$ cat src/lswc_pkg.sv
// Shared types, constants and the per-region-code clip program table.
package lswc_pkg;

	localparam int CW = 16;                    // coordinate width
	localparam int PW = 2 * CW + 2;            // product of two CW+1 bit differences
	localparam int DIV_STEPS = PW / 2;         // two quotient bits per cycle
	localparam int QDEPTH = 2;                 // front-to-back queue depth
	localparam int NSTEP = 6;                  // longest clip program

	typedef logic signed [CW-1:0] coord_t;

	typedef enum logic [1:0] {
		REG_LEFT,
		REG_TOP,
		REG_RIGHT,
		REG_BOTTOM
	} reg_idx_t;

	// region code bits of one endpoint
	localparam logic [3:0] RC_BOTTOM = 4'h8;
	localparam logic [3:0] RC_TOP    = 4'h4;
	localparam logic [3:0] RC_RIGHT  = 4'h2;
	localparam logic [3:0] RC_LEFT   = 4'h1;

	typedef struct packed {
		coord_t left;
		coord_t top;
		coord_t right;
		coord_t bottom;
	} win_t;

	typedef struct packed {
		coord_t ey;
		coord_t ex;
		coord_t sy;
		coord_t sx;
	} seg_t;

	typedef struct packed {
		logic [7:0] code;
		seg_t       seg;
	} item_t;

	typedef enum logic [2:0] {
		K_END,   // done, visible
		K_FAIL,  // done, rejected
		K_OP,    // intersect
		K_COP,   // intersect if the endpoint lies beyond the edge
		K_REJ    // reject if the endpoint lies beyond the edge
	} kind_t;

	typedef enum logic {
		EP_START,
		EP_END
	} ep_t;

	typedef enum logic [1:0] {
		S_LEFT,
		S_RIGHT,
		S_TOP,
		S_BOTTOM
	} side_t;

	typedef struct packed {
		kind_t kind;
		ep_t   ep;
		side_t side;
	} step_t;

	typedef step_t [NSTEP-1:0] prog_t;

	function automatic logic [3:0] region(coord_t x, coord_t y, win_t w);
		logic [3:0] c;
		c = 4'h0;
		if (y > w.bottom) c = c | RC_BOTTOM;
		else if (y < w.top) c = c | RC_TOP;
		if (x > w.right) c = c | RC_RIGHT;
		else if (x < w.left) c = c | RC_LEFT;
		return c;
	endfunction

	function automatic step_t op(ep_t e, side_t s);
		return '{kind: K_OP, ep: e, side: s};
	endfunction

	function automatic step_t cop(ep_t e, side_t s);
		return '{kind: K_COP, ep: e, side: s};
	endfunction

	function automatic step_t rej(ep_t e, side_t s);
		return '{kind: K_REJ, ep: e, side: s};
	endfunction

	// Step list for each region code; unused slots end the program.
	function automatic prog_t clip_prog(logic [7:0] code);
		prog_t p;
		for (int i = 0; i < NSTEP; i++) p[i] = '{kind: K_END, ep: EP_START, side: S_LEFT};
		case (code)
			8'h00: ;
			8'h01: p[0] = op(EP_END, S_LEFT);
			8'h02: p[0] = op(EP_END, S_RIGHT);
			8'h04: p[0] = op(EP_END, S_TOP);
			8'h05: begin p[0] = op(EP_END, S_LEFT); p[1] = cop(EP_END, S_TOP); end
			8'h06: begin p[0] = op(EP_END, S_RIGHT); p[1] = cop(EP_END, S_TOP); end
			8'h08: p[0] = op(EP_END, S_BOTTOM);
			8'h09: begin p[0] = op(EP_END, S_LEFT); p[1] = cop(EP_END, S_BOTTOM); end
			8'h0A: begin p[0] = op(EP_END, S_RIGHT); p[1] = cop(EP_END, S_BOTTOM); end
			8'h10: p[0] = op(EP_START, S_LEFT);
			8'h12: begin p[0] = op(EP_START, S_LEFT); p[1] = op(EP_END, S_RIGHT); end
			8'h14: begin
				p[0] = op(EP_START, S_LEFT); p[1] = rej(EP_START, S_TOP);
				p[2] = op(EP_END, S_TOP);
			end
			8'h16: begin
				p[0] = op(EP_START, S_LEFT); p[1] = rej(EP_START, S_TOP);
				p[2] = op(EP_END, S_TOP); p[3] = cop(EP_END, S_RIGHT);
			end
			8'h18: begin
				p[0] = op(EP_START, S_LEFT); p[1] = rej(EP_START, S_BOTTOM);
				p[2] = op(EP_END, S_BOTTOM);
			end
			8'h1A: begin
				p[0] = op(EP_START, S_LEFT); p[1] = rej(EP_START, S_BOTTOM);
				p[2] = op(EP_END, S_BOTTOM); p[3] = cop(EP_END, S_RIGHT);
			end
			8'h20: p[0] = op(EP_START, S_RIGHT);
			8'h21: begin p[0] = op(EP_START, S_RIGHT); p[1] = op(EP_END, S_LEFT); end
			8'h24: begin
				p[0] = op(EP_START, S_RIGHT); p[1] = rej(EP_START, S_TOP);
				p[2] = op(EP_END, S_TOP);
			end
			8'h25: begin
				p[0] = op(EP_START, S_RIGHT); p[1] = rej(EP_START, S_TOP);
				p[2] = op(EP_END, S_TOP); p[3] = cop(EP_END, S_LEFT);
			end
			8'h28: begin
				p[0] = op(EP_START, S_RIGHT); p[1] = rej(EP_START, S_BOTTOM);
				p[2] = op(EP_END, S_BOTTOM);
			end
			8'h29: begin
				p[0] = op(EP_START, S_RIGHT); p[1] = rej(EP_START, S_BOTTOM);
				p[2] = op(EP_END, S_BOTTOM); p[3] = cop(EP_END, S_LEFT);
			end
			8'h40: p[0] = op(EP_START, S_TOP);
			8'h41: begin
				p[0] = op(EP_START, S_TOP); p[1] = rej(EP_START, S_LEFT);
				p[2] = op(EP_END, S_LEFT); p[3] = cop(EP_END, S_TOP);
			end
			8'h42: begin
				p[0] = op(EP_START, S_TOP); p[1] = rej(EP_START, S_RIGHT);
				p[2] = op(EP_END, S_RIGHT);
			end
			8'h48: begin p[0] = op(EP_START, S_TOP); p[1] = op(EP_END, S_BOTTOM); end
			8'h49: begin
				p[0] = op(EP_START, S_TOP); p[1] = rej(EP_START, S_LEFT);
				p[2] = op(EP_END, S_LEFT); p[3] = cop(EP_END, S_BOTTOM);
			end
			8'h4A: begin
				p[0] = op(EP_START, S_TOP); p[1] = rej(EP_START, S_RIGHT);
				p[2] = op(EP_END, S_RIGHT); p[3] = cop(EP_END, S_BOTTOM);
			end
			8'h50: begin p[0] = op(EP_START, S_LEFT); p[1] = cop(EP_START, S_TOP); end
			8'h52: begin
				p[0] = op(EP_END, S_RIGHT); p[1] = rej(EP_END, S_TOP);
				p[2] = op(EP_START, S_TOP); p[3] = cop(EP_START, S_LEFT);
			end
			8'h58: begin
				p[0] = op(EP_END, S_BOTTOM); p[1] = rej(EP_END, S_LEFT);
				p[2] = op(EP_START, S_TOP); p[3] = cop(EP_START, S_LEFT);
			end
			8'h5A: begin
				p[0] = op(EP_START, S_LEFT); p[1] = rej(EP_START, S_BOTTOM);
				p[2] = op(EP_END, S_RIGHT); p[3] = rej(EP_END, S_TOP);
				p[4] = cop(EP_START, S_TOP); p[5] = cop(EP_END, S_BOTTOM);
			end
			8'h60: begin p[0] = op(EP_START, S_RIGHT); p[1] = cop(EP_START, S_TOP); end
			8'h61: begin
				p[0] = op(EP_END, S_LEFT); p[1] = rej(EP_END, S_TOP);
				p[2] = op(EP_START, S_TOP); p[3] = cop(EP_START, S_RIGHT);
			end
			8'h68: begin
				p[0] = op(EP_END, S_BOTTOM); p[1] = rej(EP_END, S_RIGHT);
				p[2] = op(EP_START, S_RIGHT); p[3] = cop(EP_START, S_TOP);
			end
			8'h69: begin
				p[0] = op(EP_END, S_LEFT); p[1] = rej(EP_END, S_TOP);
				p[2] = op(EP_START, S_RIGHT); p[3] = rej(EP_START, S_BOTTOM);
				p[4] = cop(EP_END, S_BOTTOM); p[5] = cop(EP_START, S_TOP);
			end
			8'h80: p[0] = op(EP_START, S_BOTTOM);
			8'h81: begin
				p[0] = op(EP_START, S_BOTTOM); p[1] = rej(EP_START, S_LEFT);
				p[2] = op(EP_END, S_LEFT);
			end
			8'h82: begin
				p[0] = op(EP_START, S_BOTTOM); p[1] = rej(EP_START, S_RIGHT);
				p[2] = op(EP_END, S_RIGHT);
			end
			8'h84: begin p[0] = op(EP_START, S_BOTTOM); p[1] = op(EP_END, S_TOP); end
			8'h85: begin
				p[0] = op(EP_START, S_BOTTOM); p[1] = rej(EP_START, S_LEFT);
				p[2] = op(EP_END, S_LEFT); p[3] = cop(EP_END, S_TOP);
			end
			8'h86: begin
				p[0] = op(EP_START, S_BOTTOM); p[1] = rej(EP_START, S_RIGHT);
				p[2] = op(EP_END, S_RIGHT); p[3] = cop(EP_END, S_TOP);
			end
			8'h90: begin p[0] = op(EP_START, S_LEFT); p[1] = cop(EP_START, S_BOTTOM); end
			8'h92: begin
				p[0] = op(EP_END, S_RIGHT); p[1] = rej(EP_END, S_BOTTOM);
				p[2] = op(EP_START, S_BOTTOM); p[3] = cop(EP_START, S_LEFT);
			end
			8'h94: begin
				p[0] = op(EP_END, S_TOP); p[1] = rej(EP_END, S_LEFT);
				p[2] = op(EP_START, S_LEFT); p[3] = cop(EP_START, S_BOTTOM);
			end
			8'h96: begin
				p[0] = op(EP_START, S_LEFT); p[1] = rej(EP_START, S_TOP);
				p[2] = op(EP_END, S_RIGHT); p[3] = rej(EP_END, S_BOTTOM);
				p[4] = cop(EP_START, S_BOTTOM); p[5] = cop(EP_END, S_TOP);
			end
			8'hA0: begin p[0] = op(EP_START, S_RIGHT); p[1] = cop(EP_START, S_BOTTOM); end
			8'hA1: begin
				p[0] = op(EP_END, S_LEFT); p[1] = rej(EP_END, S_BOTTOM);
				p[2] = op(EP_START, S_BOTTOM); p[3] = cop(EP_START, S_RIGHT);
			end
			8'hA4: begin
				p[0] = op(EP_END, S_TOP); p[1] = rej(EP_END, S_RIGHT);
				p[2] = op(EP_START, S_RIGHT); p[3] = cop(EP_START, S_BOTTOM);
			end
			8'hA5: begin
				p[0] = op(EP_END, S_LEFT); p[1] = rej(EP_END, S_BOTTOM);
				p[2] = op(EP_START, S_RIGHT); p[3] = rej(EP_START, S_TOP);
				p[4] = cop(EP_END, S_TOP); p[5] = cop(EP_START, S_BOTTOM);
			end
			default: p[0] = '{kind: K_FAIL, ep: EP_START, side: S_LEFT};
		endcase
		return p;
	endfunction

endpackage

$ cat src/lswc_front.sv
// Front end: unpacks an input beat and builds its 8-bit region code.
module lswc_front (
	input  logic                 s_axis_tvalid,
	output logic                 s_axis_tready,
	input  logic [63:0]          s_axis_tdata,
	input  lswc_pkg::win_t       win,
	input  logic                 q_full,
	output logic                 q_push,
	output lswc_pkg::item_t      q_item
);
	import lswc_pkg::*;

	seg_t seg;

	assign seg.sx = s_axis_tdata[CW-1:0];
	assign seg.sy = s_axis_tdata[2*CW-1:CW];
	assign seg.ex = s_axis_tdata[3*CW-1:2*CW];
	assign seg.ey = s_axis_tdata[4*CW-1:3*CW];

	assign s_axis_tready = !q_full;
	assign q_push        = s_axis_tvalid && !q_full;
	assign q_item.seg    = seg;
	assign q_item.code   = {region(seg.sx, seg.sy, win), region(seg.ex, seg.ey, win)};

endmodule

$ cat src/lswc_queue.sv
// Small FIFO between the classifier and the clip sequencer.
module lswc_queue (
	input  logic            clk,
	input  logic            arst_n,
	input  logic            push,
	input  lswc_pkg::item_t push_item,
	output logic            full,
	input  logic            pop,
	output logic            valid,
	output lswc_pkg::item_t pop_item
);
	import lswc_pkg::*;

	localparam int AW = $clog2(QDEPTH);

	item_t          mem_q [QDEPTH];
	logic [AW-1:0]  wr_q;
	logic [AW-1:0]  rd_q;
	logic [AW:0]    cnt_q;

	assign full     = (cnt_q == (AW+1)'(QDEPTH));
	assign valid    = (cnt_q != '0);
	assign pop_item = mem_q[rd_q];

	always_ff @(posedge clk) begin
		if (push) mem_q[wr_q] <= push_item;
	end

	always_ff @(posedge clk or negedge arst_n) begin
		if (!arst_n) begin
			wr_q  <= '0;
			rd_q  <= '0;
			cnt_q <= '0;
		end else begin
			if (push) wr_q <= (wr_q == AW'(QDEPTH - 1)) ? '0 : wr_q + 1'b1;
			if (pop) rd_q <= (rd_q == AW'(QDEPTH - 1)) ? '0 : rd_q + 1'b1;
			if (push && !pop) cnt_q <= cnt_q + 1'b1;
			else if (pop && !push) cnt_q <= cnt_q - 1'b1;
		end
	end

endmodule

$ cat src/lswc_back.sv
// Back end: runs the clip program of one segment, one intersection at a time.
module lswc_back (
	input  logic            clk,
	input  logic            arst_n,
	input  lswc_pkg::win_t  win,
	input  logic            q_valid,
	input  lswc_pkg::item_t q_item,
	output logic            q_pop,
	output logic            out_valid,
	input  logic            out_ready,
	output lswc_pkg::seg_t  out_seg,
	output logic            out_vis
);
	import lswc_pkg::*;

	typedef enum logic [2:0] {
		ST_IDLE,
		ST_STEP,
		ST_MUL,
		ST_DIV,
		ST_WB,
		ST_DONE
	} state_t;

	typedef logic signed [CW:0] diff_t;
	localparam int CNTW = $clog2(DIV_STEPS);

	state_t            state_q;
	logic [2:0]        idx_q;
	prog_t             prog_q;
	seg_t              seg_q;
	seg_t              orig_q;
	logic              vis_q;
	logic              out_valid_q;
	seg_t              out_seg_q;
	logic              out_vis_q;
	ep_t               ep_q;
	side_t             side_q;
	coord_t            base_q;
	diff_t             a_q;
	diff_t             b_q;
	diff_t             d_q;
	logic              neg_q;
	logic              dz_q;
	logic [PW-1:0]     dvd_q;
	logic [CW:0]       dsr_q;
	logic [CW+1:0]     rem_q;
	logic [CNTW-1:0]   cnt_q;

	step_t             cur;
	coord_t            nx, ny, fx, fy, ev, wev;
	logic              xaxis, cond;
	diff_t             span, num, den;
	logic signed [PW-1:0] prod;
	logic [PW-1:0]     dvd_n;
	logic [CW+1:0]     rem_n;
	logic [PW:0]       qx;
	logic signed [PW:0] sum;
	coord_t            satv;
	logic              out_load;

	assign out_valid = out_valid_q;
	assign out_seg   = out_seg_q;
	assign out_vis   = out_vis_q;
	assign q_pop     = (state_q == ST_IDLE) && q_valid;
	assign out_load  = (state_q == ST_DONE) && (!out_valid_q || out_ready);

	function automatic coord_t side_val(side_t s, win_t w);
		case (s)
			S_LEFT:   return w.left;
			S_RIGHT:  return w.right;
			S_TOP:    return w.top;
			S_BOTTOM: return w.bottom;
			default:  return w.left;
		endcase
	endfunction

	// step decode: near endpoint moves, far endpoint anchors the line
	always_comb begin
		cur = (idx_q < 3'(NSTEP)) ? prog_q[idx_q] :
			step_t'{kind: K_END, ep: EP_START, side: S_LEFT};
		nx = (cur.ep == EP_START) ? seg_q.sx : seg_q.ex;
		ny = (cur.ep == EP_START) ? seg_q.sy : seg_q.ey;
		fx = (cur.ep == EP_START) ? seg_q.ex : seg_q.sx;
		fy = (cur.ep == EP_START) ? seg_q.ey : seg_q.sy;
		ev = side_val(cur.side, win);
		xaxis = (cur.side == S_LEFT) || (cur.side == S_RIGHT);
		case (cur.side)
			S_LEFT:   cond = nx < ev;
			S_RIGHT:  cond = nx > ev;
			S_TOP:    cond = ny < ev;
			S_BOTTOM: cond = ny > ev;
			default:  cond = 1'b0;
		endcase
		if (xaxis) begin
			span = diff_t'(fy) - diff_t'(ny);
			num  = diff_t'(ev) - diff_t'(nx);
			den  = diff_t'(fx) - diff_t'(nx);
		end else begin
			span = diff_t'(fx) - diff_t'(nx);
			num  = diff_t'(ev) - diff_t'(ny);
			den  = diff_t'(fy) - diff_t'(ny);
		end
	end

	assign prod = PW'(a_q) * PW'(b_q);

	// two restoring-division steps per cycle
	always_comb begin
		logic [CW+1:0] r;
		logic [PW-1:0] d;
		r = rem_q;
		d = dvd_q;
		for (int i = 0; i < 2; i++) begin
			r = {r[CW:0], d[PW-1]};
			d = {d[PW-2:0], 1'b0};
			if (r >= {1'b0, dsr_q}) begin
				r = r - {1'b0, dsr_q};
				d[0] = 1'b1;
			end
		end
		rem_n = r;
		dvd_n = d;
	end

	// write-back: add the signed quotient and saturate
	always_comb begin
		qx  = dz_q ? '0 : {1'b0, dvd_q};
		sum = (PW+1)'(base_q) + (neg_q ? -$signed(qx) : $signed(qx));
		if (sum[PW:CW-1] == '0 || sum[PW:CW-1] == '1) satv = sum[CW-1:0];
		else if (sum[PW]) satv = {1'b1, {(CW-1){1'b0}}};
		else satv = {1'b0, {(CW-1){1'b1}}};
		wev = side_val(side_q, win);
	end

	always_ff @(posedge clk or negedge arst_n) begin
		if (!arst_n) begin
			state_q     <= ST_IDLE;
			idx_q       <= '0;
			out_valid_q <= 1'b0;
			cnt_q       <= '0;
		end else begin
			if (out_load) out_valid_q <= 1'b1;
			else if (out_ready) out_valid_q <= 1'b0;
			case (state_q)
				ST_IDLE: begin
					if (q_valid) begin
						prog_q  <= clip_prog(q_item.code);
						seg_q   <= q_item.seg;
						orig_q  <= q_item.seg;
						idx_q   <= '0;
						state_q <= ST_STEP;
					end
				end
				ST_STEP: begin
					case (cur.kind)
						K_END: begin
							vis_q   <= 1'b1;
							state_q <= ST_DONE;
						end
						K_REJ: begin
							if (cond) begin
								vis_q   <= 1'b0;
								state_q <= ST_DONE;
							end else begin
								idx_q <= idx_q + 1'b1;
							end
						end
						K_OP, K_COP: begin
							if (cur.kind == K_OP || cond) begin
								ep_q    <= cur.ep;
								side_q  <= cur.side;
								base_q  <= xaxis ? ny : nx;
								a_q     <= span;
								b_q     <= num;
								d_q     <= den;
								state_q <= ST_MUL;
							end else begin
								idx_q <= idx_q + 1'b1;
							end
						end
						default: begin
							vis_q   <= 1'b0;
							state_q <= ST_DONE;
						end
					endcase
				end
				ST_MUL: begin
					neg_q   <= prod[PW-1] ^ d_q[CW];
					dvd_q   <= prod[PW-1] ? PW'(-prod) : PW'(prod);
					dsr_q   <= d_q[CW] ? (CW+1)'(-d_q) : (CW+1)'(d_q);
					dz_q    <= (d_q == '0);
					rem_q   <= '0;
					cnt_q   <= '0;
					state_q <= ST_DIV;
				end
				ST_DIV: begin
					dvd_q <= dvd_n;
					rem_q <= rem_n;
					cnt_q <= cnt_q + 1'b1;
					if (cnt_q == CNTW'(DIV_STEPS - 1)) state_q <= ST_WB;
				end
				ST_WB: begin
					if (side_q == S_LEFT || side_q == S_RIGHT) begin
						if (ep_q == EP_START) begin
							seg_q.sx <= wev;
							seg_q.sy <= satv;
						end else begin
							seg_q.ex <= wev;
							seg_q.ey <= satv;
						end
					end else begin
						if (ep_q == EP_START) begin
							seg_q.sx <= satv;
							seg_q.sy <= wev;
						end else begin
							seg_q.ex <= satv;
							seg_q.ey <= wev;
						end
					end
					idx_q   <= idx_q + 1'b1;
					state_q <= ST_STEP;
				end
				ST_DONE: begin
					if (out_load) state_q <= ST_IDLE;
				end
				default: state_q <= ST_IDLE;
			endcase
		end
	end

	always_ff @(posedge clk) begin
		if (out_load) begin
			out_seg_q <= vis_q ? seg_q : orig_q;
			out_vis_q <= vis_q;
		end
	end

endmodule

$ cat src/line_segment_window_clipper_core.sv
// Top level: 2-D line segment clipper against a configurable window.
//
// Input stream (s_axis): one beat per segment, start and end points as signed
// 16-bit pixels. Output stream (m_axis): one beat per segment, the clipped
// endpoints in tdata and the visible flag in tuser. A rejected segment comes
// out with visible low and its input endpoints unchanged.
// Config: cfg_we writes cfg_data into window register cfg_index (left, top,
// right, bottom) at the clock edge; write only while the block is empty.
//
// Flow: the front end takes a beat in the cycle it arrives
// whenever the two-entry queue has room, so input is taken back to back
// while the sequencer works. The sequencer handles one segment at a time:
// it loads the segment, runs each program step that is a test, and for each
// edge intersection does operand setup, multiply, radix-4 division and
// write-back, then hands off the result; one shared multiply/divide unit
// serves every intersection.
// Reset: clears the queue, the sequencer and the output valid; the window
// returns to 0,0 - 319,199. Output stall: the result holds in the output
// register, the sequencer waits in its done state, and the queue fills.
module line_segment_window_clipper_core (
	input  logic        clk,
	input  logic        arst_n,
	input  logic        s_axis_tvalid,
	output logic        s_axis_tready,
	input  logic [63:0] s_axis_tdata,   // start_x, start_y, end_x, end_y
	output logic        m_axis_tvalid,
	input  logic        m_axis_tready,
	output logic [63:0] m_axis_tdata,   // clipped_start_x, clipped_start_y,
	                                    // clipped_end_x, clipped_end_y
	output logic        m_axis_tuser,   // visible
	input  logic        cfg_we,
	input  logic [1:0]  cfg_index,
	input  logic [15:0] cfg_data
);
	import lswc_pkg::*;

	win_t   win_q;
	logic   q_full, q_push, q_pop, q_valid;
	item_t  push_item, pop_item;
	seg_t   out_seg;

	// window registers
	always_ff @(posedge clk or negedge arst_n) begin
		if (!arst_n) begin
			win_q.left   <= CW'(0);
			win_q.top    <= CW'(0);
			win_q.right  <= CW'(319);
			win_q.bottom <= CW'(199);
		end else if (cfg_we) begin
			case (reg_idx_t'(cfg_index))
				REG_LEFT:   win_q.left   <= cfg_data;
				REG_TOP:    win_q.top    <= cfg_data;
				REG_RIGHT:  win_q.right  <= cfg_data;
				REG_BOTTOM: win_q.bottom <= cfg_data;
				default: ;
			endcase
		end
	end

	lswc_front u_front (
		.s_axis_tvalid (s_axis_tvalid),
		.s_axis_tready (s_axis_tready),
		.s_axis_tdata  (s_axis_tdata),
		.win           (win_q),
		.q_full        (q_full),
		.q_push        (q_push),
		.q_item        (push_item)
	);

	lswc_queue u_queue (
		.clk       (clk),
		.arst_n    (arst_n),
		.push      (q_push),
		.push_item (push_item),
		.full      (q_full),
		.pop       (q_pop),
		.valid     (q_valid),
		.pop_item  (pop_item)
	);

	lswc_back u_back (
		.clk       (clk),
		.arst_n    (arst_n),
		.win       (win_q),
		.q_valid   (q_valid),
		.q_item    (pop_item),
		.q_pop     (q_pop),
		.out_valid (m_axis_tvalid),
		.out_ready (m_axis_tready),
		.out_seg   (out_seg),
		.out_vis   (m_axis_tuser)
	);

	assign m_axis_tdata = {out_seg.ey, out_seg.ex, out_seg.sy, out_seg.sx};

endmodule

$ cat config.mk
export PLATFORM = sky130hd
export DESIGN_NAME = line_segment_window_clipper_core
export DESIGN_NICKNAME = d
export VERILOG_FILES = /design/src/lswc_pkg.sv /design/src/lswc_front.sv /design/src/lswc_queue.sv /design/src/lswc_back.sv /design/src/line_segment_window_clipper_core.sv
export SDC_FILE = /design/constraint.sdc
export NUM_CORES = 2
export LEC_CHECK = 0
export BUFFER_PORTS_ARGS = -buffer_cell sky130_fd_sc_hd__buf_2
export CAP_MARGIN = 20
export CORE_MARGIN = 3
export CORE_UTILIZATION = 55
export DETAILED_ROUTE_END_ITERATION = 8
export PLACE_DENSITY = 0.71
export SETUP_SLACK_MARGIN = 0.05
export SKIP_LAST_GASP = 1
export SYNTH_ARGS = -nofsm -noshare
export SYNTH_HDL_FRONTEND = slang
export SYNTH_SLANG_ARGS = --single-unit
$ cat constraint.sdc
create_clock -name clk -period 7.07 [get_ports clk]
set_clock_uncertainty 0.1 [all_clocks]
set_input_delay 0.3535 -clock clk [delete_from_list [all_inputs] [get_ports clk]]
set_output_delay 0.3535 -clock clk [all_outputs]
set_load 0.01 [all_outputs]
==> impl_metrics.ini <==
[outcome]
status = complete, but fails checks
violations_in_the_final_reports = negative setup slack

[layout]
final_common_cell = sky130_fd_sc_hd__inv_1
antenna-diode-count = 0
design.final.nets = 5891
layout.core_utilization_pct = 63.9
drive_gt1_share_pct = 16.7
layout-area-overhead-vs-synth_pct = 14.9
layout_common_cells = sky130_fd_sc_hd__inv_1 (537), sky130_fd_sc_hd__edfxtp_1 (503), sky130_fd_sc_hd__nand2_1 (451), sky130_fd_sc_hd__ha_1 (315), sky130_fd_sc_hd__nor2_1 (314)

[route]
route.detailed.vias_per_inst = 5.92
via_count = 37800
drt_wl_total_um = 140000
total_iterations_of_the_first_detailed_routing_run = 6
drtAntennaViolNets = 0
first_iter_violations = 3245
route.detailed.wl_per_inst_um = 21.9
post-route-drc-count = 0

[timing]
finalCritPeriodShare_pct = 104
hold_violations = 0
maxClockFrequency_mhz = 136
setup-violations-final = 33
slew_headroom_pct = 24.1
setup_ws_ns = -0.307
finalMaxSlewViolations = 0
worstMarginPinSlew_ns = 1.13
setup_repair_after_global_routing_missed_its_margin = yes
period_needed_ns = 7.38

[die]
core-area_um2 = 87000
die_w_um = 303
floorplan.die_area_um2 = 91600
die_height_um = 303
row_count = 108
start_util_pct = 55.6
floorplan.io_pins = 154

[logic_synthesis]
postSynthAreaPerCell_um2 = 10.1
synth_seq_cells = 583
synth_adder_area_share_pct = 21.3
synth_simple_gate_area_share_pct = 13.6
synth.distinct_cells = 102
synth_cells = 4813
postSynth.asyncResetShare_pct = 13.7
yosysWarningCount = 0
synth-seq-area-share_pct = 35.4
synth-compound-area-share_pct = 14.1
post_synth_xor_area_fraction_pct = 4.01
synth_area_leader_cell = sky130_fd_sc_hd__edfxtp_1
ys_dominant_reg_cell = sky130_fd_sc_hd__edfxtp_1
ys_top_cells_by_area = sky130_fd_sc_hd__edfxtp_1 (31%), sky130_fd_sc_hd__fa_1 (12%), sky130_fd_sc_hd__ha_1 (8.2%)
synth_top_cell_area_share_pct = 31.2
synth_enable_flop_cells = 503
synth.net_count = 5520
synth.area.mux_share_pct = 5.85
post_synth_instance_area_um2 = 48400
synth_top_family_by_area = adder cells

[clocking]
cts_inserted_buffers = 61
clock_latency_ns = 0.68
tritoncts = built
clk_transition_reported_paths_ns = 0.06
cts_root_buffer = sky130_fd_sc_hd__clkbuf_16
cts_max_level = 2
clock_path_buffers = 3
clock_sinks = 583

[job]
timing.max_cap.violations = 0

[setup_path]
end_kind = flip-flop
path_class = flip-flop to flip-flop
timing.critical_path.from_type = flip-flop
worst_ep_arrival_time_ns = 7.69
worstPathRequired_ns = 7.38
critical_path.slowest_cell = sky130_fd_sc_hd__fa_1
path_max_fanout = 8
critical_path.most_common_cell = sky130_fd_sc_hd__fa_1
slowest_delay_ns = 0.59

[grt]
antenna_found_initial = 2
track_usage_pct = 30.6
grt_pass1_vias = 37800
grt_first_pass_wirelength_um = 216000
largest_net_degree_at_the_start_of_global_routing = 68
grt_remaining_overflow = 0

[place]
io_buffer_count = 153
placement.setup.worst_slack_ns = -0.375
gp_congestion = 0.964
detailed_place_hpwl_um = 108000

[worst_hold_path]
min_delay_path_class = input pin to asynchronous set/reset pin
==> critical path: cells and delay by family, from the launching register on <==
kind	cells	cell delay, ns
AOI/OAI and AO/OA	6	1.24
xor gates and xnor gates	2	0.37
adders and majority gates	7	3.54
buffers and inverters	6	0.63
DFF	1	0.46
muxes	1	0.26
and+or+nand+nor	3	0.55
==> synthesized netlist by cell type (21+ instances only) <==
cell and number:
sky130_fd_sc_hd__a31oi_1 47, sky130_fd_sc_hd__fa_1 301, sky130_fd_sc_hd__a21o_1 90, sky130_fd_sc_hd__o21ai_1 21, sky130_fd_sc_hd__nand2b_1 69, sky130_fd_sc_hd__xnor2_1 151
sky130_fd_sc_hd__mux2i_1 58, sky130_fd_sc_hd__o21ai_0 212, sky130_fd_sc_hd__nor2b_1 73, sky130_fd_sc_hd__a211oi_1 104, sky130_fd_sc_hd__nand2_1 453, sky130_fd_sc_hd__nand4_1 47
sky130_fd_sc_hd__inv_1 541, sky130_fd_sc_hd__maj3_1 28, sky130_fd_sc_hd__o21bai_1 38, sky130_fd_sc_hd__nor2_1 325, sky130_fd_sc_hd__xor2_1 69, sky130_fd_sc_hd__clkbuf_1 153
sky130_fd_sc_hd__nand3_1 54, sky130_fd_sc_hd__ha_1 319, sky130_fd_sc_hd__nor4_1 25, sky130_fd_sc_hd__dfrtp_1 68, sky130_fd_sc_hd__and2_1 148, sky130_fd_sc_hd__mux2_2 194
sky130_fd_sc_hd__o21a_1 28, sky130_fd_sc_hd__edfxtp_1 503, sky130_fd_sc_hd__o31ai_1 36, sky130_fd_sc_hd__a21oi_1 233, sky130_fd_sc_hd__o211ai_1 24, sky130_fd_sc_hd__nor3_1 57
sky130_fd_sc_hd__or3_1 36
==> stage by stage <==
step | hold slack (ns) | TNS (ns) | cells | area, um2
CTS | 0.0215 | -4.54 | 6378 | 55300
global placement | 0.183 | -5.34 | 6169 | 52100
finish | 0.0392 | -6.80 | 6391 | 55600
detailed placement | 0.184 | -6.93 | 6169 | 52100
global route | 0.0415 | -15.04 | 6391 | 55600
floorplan | -0.0421 | 0 | 4813 | 48700
==> layer usage <==
| layer | vias up | wire length, um | global-route usage [%] |
|---|---|---|---|
| met5 | - | 14 | 0 |
| met4 | 2 | 8710 | 16.2 |
| met3 | 358 | 8600 | 3.77 |
| met2 | 1400 | 66500 | 51.3 |
| met1 | 18500 | 55900 | 39.1 |
| li1 | 17600 | - | - |
==> registers in the layout, summed over array words and instances, names as in the netlist, 5 cells and up <==
register,cells
u_back.d_q,17
u_back.base_q,16
u_back.b_q,17
u_back.dvd_q,34
u_back.prog_q,25
u_back.orig_q,64
u_back.cnt_q,5
win_q,64
u_back.rem_q,17
u_back.seg_q,64
u_back.out_seg,64
u_back.dsr_q,17
u_queue.mem_q,144
u_back.a_q,17
==> worst paths after layout <==
path / start / to / slack [ns] / cells after the start
worst max-delay path: u_back.a_q[16] / u_back.dvd_q[25] / -0.31 / 25
worst min-delay path: arst_n / u_queue.cnt_q[1] / 0.04 / 2
worst max register to register: u_back.a_q[16] / u_back.dvd_q[25] / -0.31 / 25
worst min register to register: u_back.cnt_q[4] / u_back.cnt_q[4] / 0.39 / 1
max in group asynchronous: arst_n / win_q[53] / 5.69 / 3
min in group clk: cfg_index[0] / win_q[60] / 0.18 / 4
==> cell families after synthesis <==
logic type | count (synthesis)
AND/OR/NAND/NOR | 1362
AO/OA/AOI/OAI | 1007
buffers and inverters | 736
adder cells (fa/ha/maj) | 649
flip-flops | 583
multiplexers | 255
XOR/XNOR | 221
==> timing repair <==
item | 4_1_cts | 5_1_grt
gates resized for setup | 36 | 37
endpoints found under the setup margin | 34 | 53
endpoints found under the hold margin | 211 | 0
setup buffers | 10 | 12
pin swaps | 22 | 13
gates cloned | 1 | 0
hold buffers | 83 | 0
==> final cells by class <==
cell class	count	area (um2)
Tap cell	1155	1450
Sequential cell	583	17100
Multi-Input combinational cell	3494	29000
Fill cell	6925	31400
Inverter	543	2040
Timing Repair Buffer	501	3860
Clock buffer	71	1560
Clock inverter	44	578
Power is left out: the tool's default activity adds up to more than one toggle a clock period on the data nets, which glitch-free logic cannot reach.
